$ cat config.mk
export PLATFORM = sky130hd
export DESIGN_NAME = stream_flush_gate_core
export DESIGN_NICKNAME = d
export VERILOG_FILES = /design/src/sfg_pkg.sv /design/src/stream_flush_gate_core.sv
export SDC_FILE = /design/constraint.sdc
export NUM_CORES = 1
export LEC_CHECK = 0
export BUFFER_PORTS_ARGS = -buffer_cell sky130_fd_sc_hd__clkbuf_2
export CORE_AREA = 2 2 245 187
export DETAILED_ROUTE_END_ITERATION = 8
export DIE_AREA = 0 0 247 189
export PLACE_DENSITY = 0.43
export RECOVER_POWER = 25
export SETUP_SLACK_MARGIN = 0.1
export SYNTH_ARGS = -nofsm -noshare
export SYNTH_HDL_FRONTEND = slang
export SYNTH_SLANG_ARGS = --single-unit
$ cat constraint.sdc
create_clock -name clk -period 3.9 [get_ports clk]
set_input_delay 0.78 -clock clk [delete_from_list [all_inputs] [get_ports clk]]
set_output_delay 0.78 -clock clk [all_outputs]
set_load 0.02 [all_outputs]
$ cat src/sfg_pkg.sv
// Package for the stream flush gate: widths, codes and the result record.
package sfg_pkg;

    localparam int ID_WIDTH        = 32;
    localparam int HANDLE_WIDTH    = 16;
    localparam int STREAM_ID_WIDTH = 32;

    // Request command codes
    typedef enum logic [1:0] {
        CMD_MESSAGE     = 2'd0,
        CMD_UNTIL_HALT  = 2'd1,
        CMD_UNTIL_FLUSH = 2'd2,
        CMD_UNUSED      = 2'd3
    } cmd_t;

    // Message kinds
    typedef enum logic [4:0] {
        KIND_MODE        = 5'd0,
        KIND_TRACK       = 5'd1,
        KIND_DRAIN       = 5'd2,
        KIND_DELAY       = 5'd3,
        KIND_ENCSTREAM   = 5'd4,
        KIND_AUDENC      = 5'd5,
        KIND_METATEXT    = 5'd6,
        KIND_INTERRUPTED = 5'd7,
        KIND_HALT        = 5'd8,
        KIND_FLUSH       = 5'd9,
        KIND_WAIT        = 5'd10,
        KIND_DECSTREAM   = 5'd11,
        KIND_BITRATE     = 5'd12,
        KIND_PCM         = 5'd13,
        KIND_SILENCE     = 5'd14,
        KIND_PLAYABLE    = 5'd15,
        KIND_QUIT        = 5'd16
    } kind_t;

    // Result types
    typedef enum logic [1:0] {
        RES_FORWARD = 2'd0,
        RES_STOP    = 2'd1,
        RES_ILLEGAL = 2'd2,
        RES_UNUSED  = 2'd3
    } res_type_t;

    // One result record
    typedef struct packed {
        logic [1:0]                 rtype;
        logic [4:0]                 kind;
        logic [HANDLE_WIDTH-1:0]    handle;
        logic [STREAM_ID_WIDTH-1:0] stream_id;
    } result_t;

endpackage

$ cat src/stream_flush_gate_core.sv
// Stream flush gate: drops flushable messages while a halt or flush target is armed.
//
// Usage notes:
//   Input channel msg_valid / msg_stall carries one request: either a discard
//   command (arms a halt or flush target id) or one message of the stream.
//   Output channel res_valid / res_stall carries results: forwarded messages,
//   stop-and-release stream requests and illegal kind errors; out_last marks
//   the last result of a request.
//   The decision logic sits between the input handshake and the result register,
//   so a result is shown the cycle after its request is accepted.
//   Throughput is one request per cycle while the input is not stalled. A request
//   that also releases the held metatext gives two results; the second waits in
//   a pending register and the input stalls until it moves to the result register.
//   A request that gives no result (any command, or a dropped message) needs no
//   output slot.
//   When the receiver stalls, the result register holds its contents and the
//   input stalls too, unless the result register is free.
//   Reset clears all targets, seen ids, the held metatext and the valid flags of
//   both result registers; the block is ready as soon as reset is released.
module stream_flush_gate_core
(
    input  logic                                 clk,
    input  logic                                 rst_n,
    // request channel
    input  logic                                 msg_valid,
    output logic                                 msg_stall,
    input  logic [1:0]                           command,
    input  logic [4:0]                           msg_kind,
    input  logic [sfg_pkg::ID_WIDTH-1:0]         msg_id,
    input  logic                                 id_absent,
    input  logic                                 start_of_stream,
    input  logic [sfg_pkg::STREAM_ID_WIDTH-1:0]  stream_id,
    input  logic [sfg_pkg::HANDLE_WIDTH-1:0]     msg_handle,
    // result channel
    output logic                                 res_valid,
    input  logic                                 res_stall,
    output logic [1:0]                           out_type,
    output logic [4:0]                           out_kind,
    output logic [sfg_pkg::HANDLE_WIDTH-1:0]     out_handle,
    output logic [sfg_pkg::STREAM_ID_WIDTH-1:0]  out_stream_id,
    output logic                                 out_last
);

    // gate state
    logic                                halt_armed_reg, halt_armed_next;
    logic [sfg_pkg::ID_WIDTH-1:0]        halt_target_reg, halt_target_next;
    logic                                flush_armed_reg, flush_armed_next;
    logic [sfg_pkg::ID_WIDTH-1:0]        flush_target_reg, flush_target_next;
    logic                                halt_seen_reg, halt_seen_next;
    logic [sfg_pkg::ID_WIDTH-1:0]        last_halt_reg, last_halt_next;
    logic                                flush_seen_reg, flush_seen_next;
    logic [sfg_pkg::ID_WIDTH-1:0]        last_flush_reg, last_flush_next;
    logic                                meta_held_reg, meta_held_next;
    logic [sfg_pkg::HANDLE_WIDTH-1:0]    meta_handle_reg, meta_handle_next;

    // result registers
    logic                                out_valid_reg, out_valid_next;
    sfg_pkg::result_t                    out_res_reg, out_res_next;
    logic                                out_last_reg, out_last_next;
    logic                                pend_valid_reg, pend_valid_next;
    logic [sfg_pkg::HANDLE_WIDTH-1:0]    pend_handle_reg, pend_handle_next;

    // decode outputs
    logic                                flushing;
    logic                                emit_main;
    sfg_pkg::result_t                    main_res;
    logic                                emit_meta;
    logic                                msg_accept;
    logic                                res_taken;

    assign res_taken  = out_valid_reg && !res_stall;
    assign msg_stall  = pend_valid_reg || (out_valid_reg && res_stall);
    assign msg_accept = msg_valid && !msg_stall;
    assign flushing   = halt_armed_reg || flush_armed_reg;

    // request decode and state update
    always_comb
    begin
        halt_armed_next   = halt_armed_reg;
        halt_target_next  = halt_target_reg;
        flush_armed_next  = flush_armed_reg;
        flush_target_next = flush_target_reg;
        halt_seen_next    = halt_seen_reg;
        last_halt_next    = last_halt_reg;
        flush_seen_next   = flush_seen_reg;
        last_flush_next   = last_flush_reg;
        meta_held_next    = meta_held_reg;
        meta_handle_next  = meta_handle_reg;
        emit_main         = 1'b0;
        main_res.rtype    = sfg_pkg::RES_FORWARD;
        main_res.kind     = msg_kind;
        main_res.handle   = msg_handle;
        main_res.stream_id = '0;

        unique case (command)
            sfg_pkg::CMD_UNTIL_HALT:
            begin
                if (!halt_seen_reg || (last_halt_reg < msg_id))
                begin
                    halt_armed_next  = 1'b1;
                    halt_target_next = msg_id;
                end
            end
            sfg_pkg::CMD_UNTIL_FLUSH:
            begin
                if (!flush_seen_reg || (last_flush_reg < msg_id))
                begin
                    flush_armed_next  = 1'b1;
                    flush_target_next = msg_id;
                end
            end
            sfg_pkg::CMD_MESSAGE:
            begin
                unique case (msg_kind) inside
                    sfg_pkg::KIND_MODE, sfg_pkg::KIND_DRAIN,
                    sfg_pkg::KIND_DELAY, sfg_pkg::KIND_QUIT:
                    begin
                        emit_main = 1'b1;
                    end
                    sfg_pkg::KIND_TRACK:
                    begin
                        // a new stream makes the held metatext stale
                        if (flushing && start_of_stream)
                            meta_held_next = 1'b0;
                        emit_main = !flushing;
                    end
                    sfg_pkg::KIND_ENCSTREAM, sfg_pkg::KIND_INTERRUPTED,
                    sfg_pkg::KIND_WAIT, sfg_pkg::KIND_BITRATE,
                    sfg_pkg::KIND_PCM, sfg_pkg::KIND_SILENCE:
                    begin
                        emit_main = !flushing;
                    end
                    sfg_pkg::KIND_METATEXT:
                    begin
                        if (flushing)
                        begin
                            meta_held_next   = 1'b1;
                            meta_handle_next = msg_handle;
                        end
                        emit_main = !flushing;
                    end
                    sfg_pkg::KIND_HALT:
                    begin
                        if (!id_absent)
                        begin
                            halt_seen_next = 1'b1;
                            last_halt_next = msg_id;
                            if (halt_armed_reg && (halt_target_reg == msg_id))
                                halt_armed_next = 1'b0;
                        end
                        emit_main = 1'b1;
                    end
                    sfg_pkg::KIND_FLUSH:
                    begin
                        if (!id_absent)
                        begin
                            flush_seen_next = 1'b1;
                            last_flush_next = msg_id;
                            if (flush_armed_reg && (flush_target_reg == msg_id))
                                flush_armed_next = 1'b0;
                        end
                        emit_main = 1'b1;
                    end
                    sfg_pkg::KIND_DECSTREAM:
                    begin
                        // dropped stream becomes a stop-and-release request
                        if (flushing)
                        begin
                            main_res.rtype     = sfg_pkg::RES_STOP;
                            main_res.kind      = sfg_pkg::KIND_DECSTREAM;
                            main_res.handle    = '0;
                            main_res.stream_id = stream_id;
                        end
                        emit_main = 1'b1;
                    end
                    default:
                    begin
                        main_res.rtype = sfg_pkg::RES_ILLEGAL;
                        emit_main      = 1'b1;
                    end
                endcase
            end
            default:
            begin
                // unused command code: ignored
            end
        endcase

        // release the held metatext once nothing is armed
        emit_meta = !halt_armed_next && !flush_armed_next && meta_held_next;
        if (emit_meta)
            meta_held_next = 1'b0;
    end

    // result register loading
    always_comb
    begin
        out_valid_next   = out_valid_reg;
        out_res_next     = out_res_reg;
        out_last_next    = out_last_reg;
        pend_valid_next  = pend_valid_reg;
        pend_handle_next = pend_handle_reg;

        if (res_taken)
        begin
            // pending metatext moves up, or the slot empties
            out_valid_next = pend_valid_reg;
            out_res_next.rtype     = sfg_pkg::RES_FORWARD;
            out_res_next.kind      = sfg_pkg::KIND_METATEXT;
            out_res_next.handle    = pend_handle_reg;
            out_res_next.stream_id = '0;
            out_last_next   = 1'b1;
            pend_valid_next = 1'b0;
        end

        if (msg_accept)
        begin
            if (emit_main)
            begin
                out_valid_next   = 1'b1;
                out_res_next     = main_res;
                out_last_next    = !emit_meta;
                pend_valid_next  = emit_meta;
                pend_handle_next = meta_handle_next;
            end
            else if (emit_meta)
            begin
                out_valid_next         = 1'b1;
                out_res_next.rtype     = sfg_pkg::RES_FORWARD;
                out_res_next.kind      = sfg_pkg::KIND_METATEXT;
                out_res_next.handle    = meta_handle_next;
                out_res_next.stream_id = '0;
                out_last_next          = 1'b1;
            end
        end
    end

    // state registers
    always_ff @(posedge clk or negedge rst_n)
    begin
        if (!rst_n)
        begin
            halt_armed_reg   <= 1'b0;
            halt_target_reg  <= '0;
            flush_armed_reg  <= 1'b0;
            flush_target_reg <= '0;
            halt_seen_reg    <= 1'b0;
            last_halt_reg    <= '0;
            flush_seen_reg   <= 1'b0;
            last_flush_reg   <= '0;
            meta_held_reg    <= 1'b0;
            meta_handle_reg  <= '0;
        end
        else if (msg_accept)
        begin
            halt_armed_reg   <= halt_armed_next;
            halt_target_reg  <= halt_target_next;
            flush_armed_reg  <= flush_armed_next;
            flush_target_reg <= flush_target_next;
            halt_seen_reg    <= halt_seen_next;
            last_halt_reg    <= last_halt_next;
            flush_seen_reg   <= flush_seen_next;
            last_flush_reg   <= last_flush_next;
            meta_held_reg    <= meta_held_next;
            meta_handle_reg  <= meta_handle_next;
        end
    end

    // result control registers
    always_ff @(posedge clk or negedge rst_n)
    begin
        if (!rst_n)
        begin
            out_valid_reg  <= 1'b0;
            pend_valid_reg <= 1'b0;
            out_last_reg   <= 1'b0;
        end
        else
        begin
            out_valid_reg  <= out_valid_next;
            pend_valid_reg <= pend_valid_next;
            out_last_reg   <= out_last_next;
        end
    end

    // result payload registers
    always_ff @(posedge clk)
    begin
        out_res_reg     <= out_res_next;
        pend_handle_reg <= pend_handle_next;
    end

    assign res_valid     = out_valid_reg;
    assign out_type      = out_res_reg.rtype;
    assign out_kind      = out_res_reg.kind;
    assign out_handle    = out_res_reg.handle;
    assign out_stream_id = out_res_reg.stream_id;
    assign out_last      = out_last_reg;

    // pending metatext only sits behind a shown result
    a_pend_behind_out: assert property (@(posedge clk) disable iff (!rst_n)
        pend_valid_reg |-> (out_valid_reg && !out_last_reg))
        else $error("pending result without a non-last result in front");

    // input is held off while a second result waits
    a_pend_stalls: assert property (@(posedge clk) disable iff (!rst_n)
        pend_valid_reg |-> msg_stall)
        else $error("request accepted while second result pending");

    // pending result follows as the last metatext
    a_pend_moves: assert property (@(posedge clk) disable iff (!rst_n)
        (res_taken && pend_valid_reg) |=>
            (res_valid && out_last && (out_kind == sfg_pkg::KIND_METATEXT)
             && (out_type == sfg_pkg::RES_FORWARD)))
        else $error("pending metatext not presented after handover");

    // metatext is never held while nothing is armed
    a_meta_only_flushing: assert property (@(posedge clk) disable iff (!rst_n)
        meta_held_reg |-> flushing)
        else $error("metatext held with no target armed");

endmodule
# After elaboration in Yosys (flattened, before gate mapping)
# Index checks and enable logic that the tools add are counted.
dict set report totals {
  output_inout_bits 58
  regBits 223
  elab_cells 107
  in_bits 93
}
dict set report classes {
  n_mux 39
  bitwise 1
  magnitude_cmp 2
  reduce_logical 29
  n_eq_ne 18
}
# cell n
set ops {}
lappend ops {{two-way mux 55 bit} 5}
lappend ops {{== test 32 bit} 2}
lappend ops {{< comparator 32 bit} 2}
lappend ops {{two-way mux 54 bit} 1}
lappend ops {{two-way mux 53 bit} 1}
lappend ops {{two-way mux 16 bit} 3}
lappend ops {{== test 5 x 4 -> 1 bit, second input constant} 7}
lappend ops {{two-way mux 1 bit} 25}
lappend ops {{== test 5 x 3 -> 1 bit, second input constant} 3}
lappend ops {{OR reduction 14 bit} 1}
lappend ops {{== test 5 x 2 -> 1 bit, second input constant} 2}
lappend ops {{logical AND 1 bit} 8}
lappend ops {{zero test 1 bit} 8}
lappend ops {{AND reduction 4 bit} 2}
lappend ops {{OR reduction 8 bit} 1}
lappend ops {{one-hot mux 1 bit (2 select lines)} 3}
lappend ops {{AND reduction 3 bit} 2}
lappend ops {{== test 5 x 1 -> 1 bit, second input constant} 1}
lappend ops {{== test 5 bit, second input constant} 1}
lappend ops {{zero test 5 bit} 1}
lappend ops {{logical OR 1 bit} 4}
lappend ops {{one-hot mux 2 bit (2 select lines)} 1}
lappend ops {{== test 2 x 1 -> 1 bit, second input constant} 1}
lappend ops {{== test 2 bit, second input constant} 1}
lappend ops {{3 further kinds} 3}

# Depth between registers and ports, before layout
# Gate-level depths: netlist of run 1.
dict set report logic_depth {
  word_depth 12
  depth_mapped 12
  mapped_depth_nobuf 10
}

# Least setup slack after synthesis of run 1
# Ideal clock, no wire load.
dict set report synth_timing {
  path_type {input to register}
  from {input port msg_id[9] (netlist name)}
  to {register halt_target_reg[23] (netlist name)}
  path_stages 12
  arrival_time_ps 3391
  required_time_ps 3775
  setup_ps 125
  setup_slack_ps 385
  path_cell_list {clkbuf_1 inv_1 ha_1 a211o_1 a21oi_1 a21boi_0 o31a_1 o21ai_0 a21boi_0 nor4b_2 buf_2 mux2_2}
}
dict set report synth_between {
  elab_chain_len 3
}
# item line_no
set synth_lines {}
lappend synth_lines {{start: declaration} stream_flush_gate_core.sv:29} ;# input logic [sfg_pkg::ID_WIDTH-1:0] msg_id,
lappend synth_lines {{< comparator 32 bit} stream_flush_gate_core.sv:98} ;# if (!halt_seen_reg || (last_halt_reg < msg_id))
lappend synth_lines {{logical OR 1 bit} stream_flush_gate_core.sv:98}
lappend synth_lines {{AND reduction 3 bit (no line)} -}
lappend synth_lines {{end signal: assignment} stream_flush_gate_core.sv:257} ;# halt_target_reg <= halt_target_next;
lappend synth_lines {{end: declaration} stream_flush_gate_core.sv:46} ;# logic [sfg_pkg::ID_WIDTH-1:0] halt_target_reg, halt_target_next;
# No other way between the ends.
# A chain may end at the register's enable or synchronous reset.

==> summary.md, run 1 <==
| Metric | Value |
|---|---|
| Maximum VDD drop | 0.000281 V |
| Die Span Y | 189 um |
| Placer Congestion | 0.742 |
| Crit Path Class | in -> reg |
| Setup bufs post-CTS | 0 |
| Worst path cell trace | clkbuf_2 -> or2_4 -> or4_4 -> or4_1 -> o31ai_2 -> a311oi_2 -> buf_4 -> nor2_4 -> nand2_1 -> o311ai_0 |
| Die area | 46,700 um^2 |
| Longest Clk Path Bufs | 3 |
| EDFF count, synth | 16 |
| RSZ-0062 raised after global routing | false |
| Yosys top cell area share | 34.7% |
| Fmax | 0.304 GHz |
| Cells on worst reg2reg path | 10 |
| Setup crit end | out_handle[1] |
| R2R setup slack | 0.78 ns |
| Sequential area share after synthesis | 49.2% |
| Critical R2R Launch | last_halt_reg[9] |
| Ys flop type | dfrtp_1 |
| Fraction of layout cells with a size suffix above 1 | 34.8% |
| Crit path capture type | register |
| Setup TNS | 0 ns |
| Worst clock skew | 0.0277 ns |
| Critical Path Fanout Max | 9 |
| Power density cells | 508 nW/um^2 |
| Outcome | complete, but fails checks |
| Via density | 4.46 |
| Sw Pwr | 0.00200 W |
| Fin crit share | 84.5% |
| DR DRC count | 0 |
| Core area | 44,200 um^2 |
| Count of buffer and inverter cells on the critical path | 2 |
| Max-Cap Viols | 1 |
| Area leader, netlist | dfrtp_1 |
| All-Layer GR Usage | 12.8% |
| Yosys cell types | 60 |
| Largest net degree at the start of global routing | 99 |
| Final wirelength | 29,700 um |
| Design Power | 0.00685 W |
| Htree depth | 1 |
| Final setup vio count | 0 |
| First-pass GRT wire length | 46,500 um |
| Worst-margin pin slew | 2.72 ns |
| Total CTS buffers | 25 |
| Max transition margin | -81.4% |
| Yosys warning count | 0 |
| Post-cts hold buffer count | 0 |
| Post-synthesis register bit count | 223 |
| WP data required | 4.28 ns |
| Worst-path clk slew | 0.06 ns |
| First-pass DRT Iterations | 6 |
| Ys async rst share | 68.2% |
| Synth Instances | 946 |
| Initial Util | 24.8% |
| Delay-heaviest family, CP | simple AND/OR/NAND/NOR gates |
| Worst Hold Class | in -> reg |
| Worst Setup SP | command[1] |
| Antenna Violating Nets Remaining | 0 |
| CTS sink count | 223 |
| Post-Place Setup Slack | 0.121 ns |
| Startpoint Class | input port |
| CTS-repair resized insts | 0 |
| Comb power frac | 21.1% |
| Worst EP arrival | 3.68 ns |
| Clk root buf | clkbuf_16 |
| Final Max Tran Viols | 98 |
| Input/output buffers | 150 |
| Most frequent cell after synthesis | dfrtp_1 |
| Synth area leaders | dfrtp_1 (35%), mux2_2 (14%), dfxtp_1 (10%) |
| Mapped Nets | 1,101 |
| DP HPWL | 21,500 um |
| Proportion of power drawn by the clock network | 34.1% |
| Vias | 7,651 |
| Avg Inst Size Synth | 11.6 um^2 |
| Hold Fails Final Rpt | 0 |
| WL/cell | 17.3 um |
| Worst skew pair latency | 0.54 ns |
| Nets | 1,265 |
| Reg power frac | 44.8% |
| CTS tree | yes |
| Pleak | 6.39 nW |
| Final min period | 3.29 ns |
| I/O pin total | 151 |
| Failing checks | capacitance limit, slew limit |
| Hold path startpoint | stream_id[25] |
| Synthesized cell area | 11,000 um^2 |
| Most frequent cells after synthesis | dfrtp_1 (152), mux2_2 (135), ha_1 (62), nand2_1 (59) |
| Internal Power | 0.00485 W |
| Sw frac | 29.2% |
| Number of global-route vias before repair | 7,904 |
| Gr ovfl total | 0 |
| Final worst slack | 0.606 ns |
| Crit path max-delay cell type | or4_1 |
| Initial antenna violation count | 2 |
| R2R Path End | halt_target_reg[11] |
| Die span in x | 247 um |
| FP Rows | 67 |
| Critical path depth in cells | 10 |
| DRT iter0 DRCs | 326 |
| Layout area overhead | 23.2% |
| Worst path max stage delay | 0.57 ns |
## stage by stage
| stage | std cells | cell area (um^2) | util, % | hold slack [ns] |
|---|---|---|---|---|
| 6_report | 1716 | 13500 | 30.5 | 0.453 |
| 5_1_grt | 1715 | 13500 | 30.5 | 0.423 |
| 4_1_cts | 1715 | 13500 | 30.5 | 0.401 |
| 3_5_place_dp | 1669 | 12700 | 28.7 | 0.444 |
| 3_3_place_gp | 1669 | 12700 | 28.7 | 0.435 |
| 2_1_floorplan | 946 | 11000 | - | 0.440 |
## worst reg2reg max path: stages (launching register included)
cell	delay [ns]
dfrtp_1	0.38
ha_1	0.29
a211o_1	0.26
a21oi_1	0.13
a21boi_0	0.13
o31a_1	0.41
o21ai_0	0.19
a21boi_0	0.20
nor4b_4	0.35
buf_12	0.27
mux2_2	0.38
## worst min-delay path by stage
stage                                 endpoint  cells after the start
final                        out_stream_id[25]                      2
after global routing         out_stream_id[24]                      2
after CTS                 flush_target_reg[17]                      1
after detailed placement           out_type[0]                      1
after global placement             out_type[0]                      1
after floorplan            meta_handle_reg[10]                      2
## power groups by stage
stage / combinational (W) / sequential (W) / clock [W]
after global placement: 0.00144 / 0.00310 / 0
after floorplan: 0.000916 / 0.00315 / 0
final: 0.00145 / 0.00307 / 0.00233
after CTS: 0.00147 / 0.00307 / 0.00244
after detailed placement: 0.00146 / 0.00312 / 0
after global routing: 0.00161 / 0.00313 / 0.00252
## cell type report
type	instances	area, um^2
inverter	48	180
multi-input combinational	610	5160
sequential	223	5390
fill	4538	30700
clock buffer	40	772
timing repair buffer	202	1220
clock inverter	6	37.5
antenna	1	2.50
tap	586	733
## cell usage in the layout (no fill, tap or decap), types with 7 or more instances in the layout
cell	n
o311ai_0	8
nand4_1	12
dfrtp_1	152
a221o_1	8
nor2_1	29
or3_1	10
dfxtp_1	55
a21oi_1	21
mux2_2	135
nor3_1	10
clkbuf_8	9
nand2_1	59
nor4_1	14
a22o_1	36
xor2_1	55
a31oi_1	11
clkbuf_2	150
inv_1	48
clkbuf_16	25
o21ai_0	24
edfxtp_1	16
xnor2_1	7
buf_4	46
ha_1	62
mux2i_1	35
## cell families after synthesis
logic type	after synthesis	share of synthesized area (%)
fa+ha+maj	62	7.08
compound gates	147	9.94
simple gates	169	7.78
mux	170	17.1
flops	223	49.2
xor+xnor	62	4.96
buf+inv	113	4.01
## per-layer routing
layer	GRT usage, %	wire (um)	up-vias
met1	19.4	15600	3745
met5	0	0	-
met3	2.38	1300	33
met2	19.0	12400	135
li1	-	-	3738
met4	2.15	422	0
Power figures use the tool's default switching activity.
==> inputs of run 2 (changes only) <==
Clock period 3.9 ns to 3.32 ns, I/O delays scaled along.
==> summary.md, run 2 (synthesized netlist as in run 1, its figures left out) <==
| Metric | Value |
|---|---|
| Outcome | complete, but fails checks |
| Failing checks | capacitance limit, slew limit |
| Dpl cells | 1,728 |
| Antenna Violating Nets Remaining | 0 |
| WL/cell | 17.5 um |
| Placer Congestion | 0.754 |
| Startpoint Class | register |
| Worst EP arrival | 3.46 ns |
| Final Max Tran Viols | 61 |
| Die span in x | 247 um |
| WP data required | 3.74 ns |
| Final wirelength | 31,100 um |
| Crit path capture type | register |
| Hold Fails Final Rpt | 0 |
| Core area | 44,200 um^2 |
| Critical Path Fanout Max | 12 |
| Max transition margin | -27.1% |
| Final min period | 3.04 ns |
| Worst-margin pin slew | 1.91 ns |
| Max-Cap Viols | 1 |
| Pleak | 6.70 nW |
| Vias | 7,925 |
| CTS sink count | 223 |
| Htree depth | 1 |
| Worst skew pair latency | 0.54 ns |
| Gr ovfl total | 0 |
| Layout area overhead | 27.9% |
| Number of global-route vias before repair | 8,229 |
| Longest Clk Path Bufs | 3 |
| DR DRC count | 0 |
| Die Span Y | 189 um |
| R2R Path End | halt_target_reg[13] |
| CTS tree | yes |
| Maximum VDD drop | 0.000325 V |
| Hold path startpoint | stream_id[16] |
| Nets | 1,329 |
| Final setup vio count | 0 |
| Total CTS buffers | 26 |
| FP Rows | 67 |
| Die area | 46,700 um^2 |
| Most common cell after layout, fill and taps aside | dfrtp_1 |
| Cells on worst reg2reg path | 12 |
| Fmax | 0.328 GHz |
| Fraction of layout cells with a size suffix above 1 | 38.1% |
| All-Layer GR Usage | 13.4% |
| Initial antenna violation count | 3 |
| Via density | 4.46 |
| Worst Hold Class | in -> reg |
| Input/output buffers | 150 |
| Most frequent cells in the layout | dfrtp_1 (152), clkbuf_2 (151), mux2_2 (135) |
| I/O pin total | 151 |
| First-pass GRT wire length | 48,600 um |
| Worst-path clk slew | 0.06 ns |
| Crit Path Class | reg -> reg |
| DP HPWL | 22,400 um |
| RSZ-0062 raised after global routing | false |
| Hold depth | 2 |
| Worst-case hold path end point | out_stream_id[16] |
| Clk root buf | clkbuf_16 |
| First-pass DRT Iterations | 4 |
| Fin cells | 1,778 |
| Power density cells | 581 nW/um^2 |
| Design Power | 0.00814 W |
| Largest net degree at the start of global routing | 61 |
| R2R setup slack | 0.28 ns |
| Worst clock skew | 0.0177 ns |
| Fin crit share | 91.7% |
| DRT iter0 DRCs | 316 |
| Initial Util | 24.8% |
| Critical R2R Launch | last_halt_reg[13] |
## run 2: cell count changes in the layout (fill, tap and decap cells not counted), sizes merged
cell	before	now
clkinv	4	3
diode	1	2
inv	50	48
clkbuf	190	194
buf	52	112
## run 2: routing by layer
metal	up-vias	track usage, %	wire length (um)
met5	-	0	0
met1	3867	19.9	15900
li1	3864	-	-
met3	34	2.91	1520
met2	160	20.0	13200
met4	0	2.32	480
## run 2: where the power goes
part	switching [W]	leakage, nW	internal (W)
Clock	0.00114	0.396	0.00161
Sequential	0.000313	2.56	0.00329
Combinational	0.000903	3.74	0.000877
Total	0.00236	6.70	0.00578
## run 2: cell type report
| type | count | area [um^2] |
|---|---|---|
| tap | 586 | 733 |
| multi-input combinational | 610 | 5180 |
| inverter | 48 | 180 |
| clock inverter | 3 | 15.0 |
| fill | 4533 | 30200 |
| clock buffer | 41 | 790 |
| timing repair buffer | 265 | 1730 |
| sequential | 223 | 5390 |
| antenna | 2 | 5.00 |
## run 2: worst max-delay path, cell delays in order (launching register included)
cell and delay (ns):
dfrtp_1 0.38, ha_1 0.29, and4_2 0.27, a31oi_1 0.17, o31ai_1 0.10, o31a_1 0.38
buf_4 0.17, o21ai_1 0.14, a21boi_2 0.10, nor4b_4 0.26, buf_6 0.16, clkbuf_16 0.18
mux2_2 0.33
## run 2: worst max-delay path by stage
| stage | startpoint | end | slack, ns | depth (start not counted) |
|---|---|---|---|---|
| floorplan | msg_id[31] | out_handle[2] | 0.11 | 11 |
| global placement | command[0] | out_handle[6] | -0.46 | 10 |
| detailed placement | command[0] | out_handle[7] | -0.62 | 10 |
| CTS | last_halt_reg[6] | halt_target_reg[5] | 0.19 | 11 |
| global route | last_halt_reg[13] | halt_target_reg[27] | 0.11 | 12 |
| finish | last_halt_reg[13] | halt_target_reg[13] | 0.28 | 12 |
## run 2: through the flow
stage               setup WS, ns  hold slack, ns  area [um^2]  TNS, ns  util, %
detailed placement        -0.618           0.458        13200   -25.03     29.8
global placement          -0.460           0.437        13200   -22.04     29.8
floorplan                  0.106           0.368        11000        0        -
CTS                        0.188           0.151        14000        0     31.7
finish                     0.275           0.337        14000        0     31.7
global route               0.111           0.312        14000        0     31.7
## run 2: repair_timing
action / in CTS / in global routing
pin swaps: 1 / 2
endpoints found under the hold margin: 0 / 0
resized for setup: 0 / 4
setup buffers: 2 / 1
hold buffers: 0 / 0
setup endpoints to repair: 9 / 32
gates cloned: 0 / 1
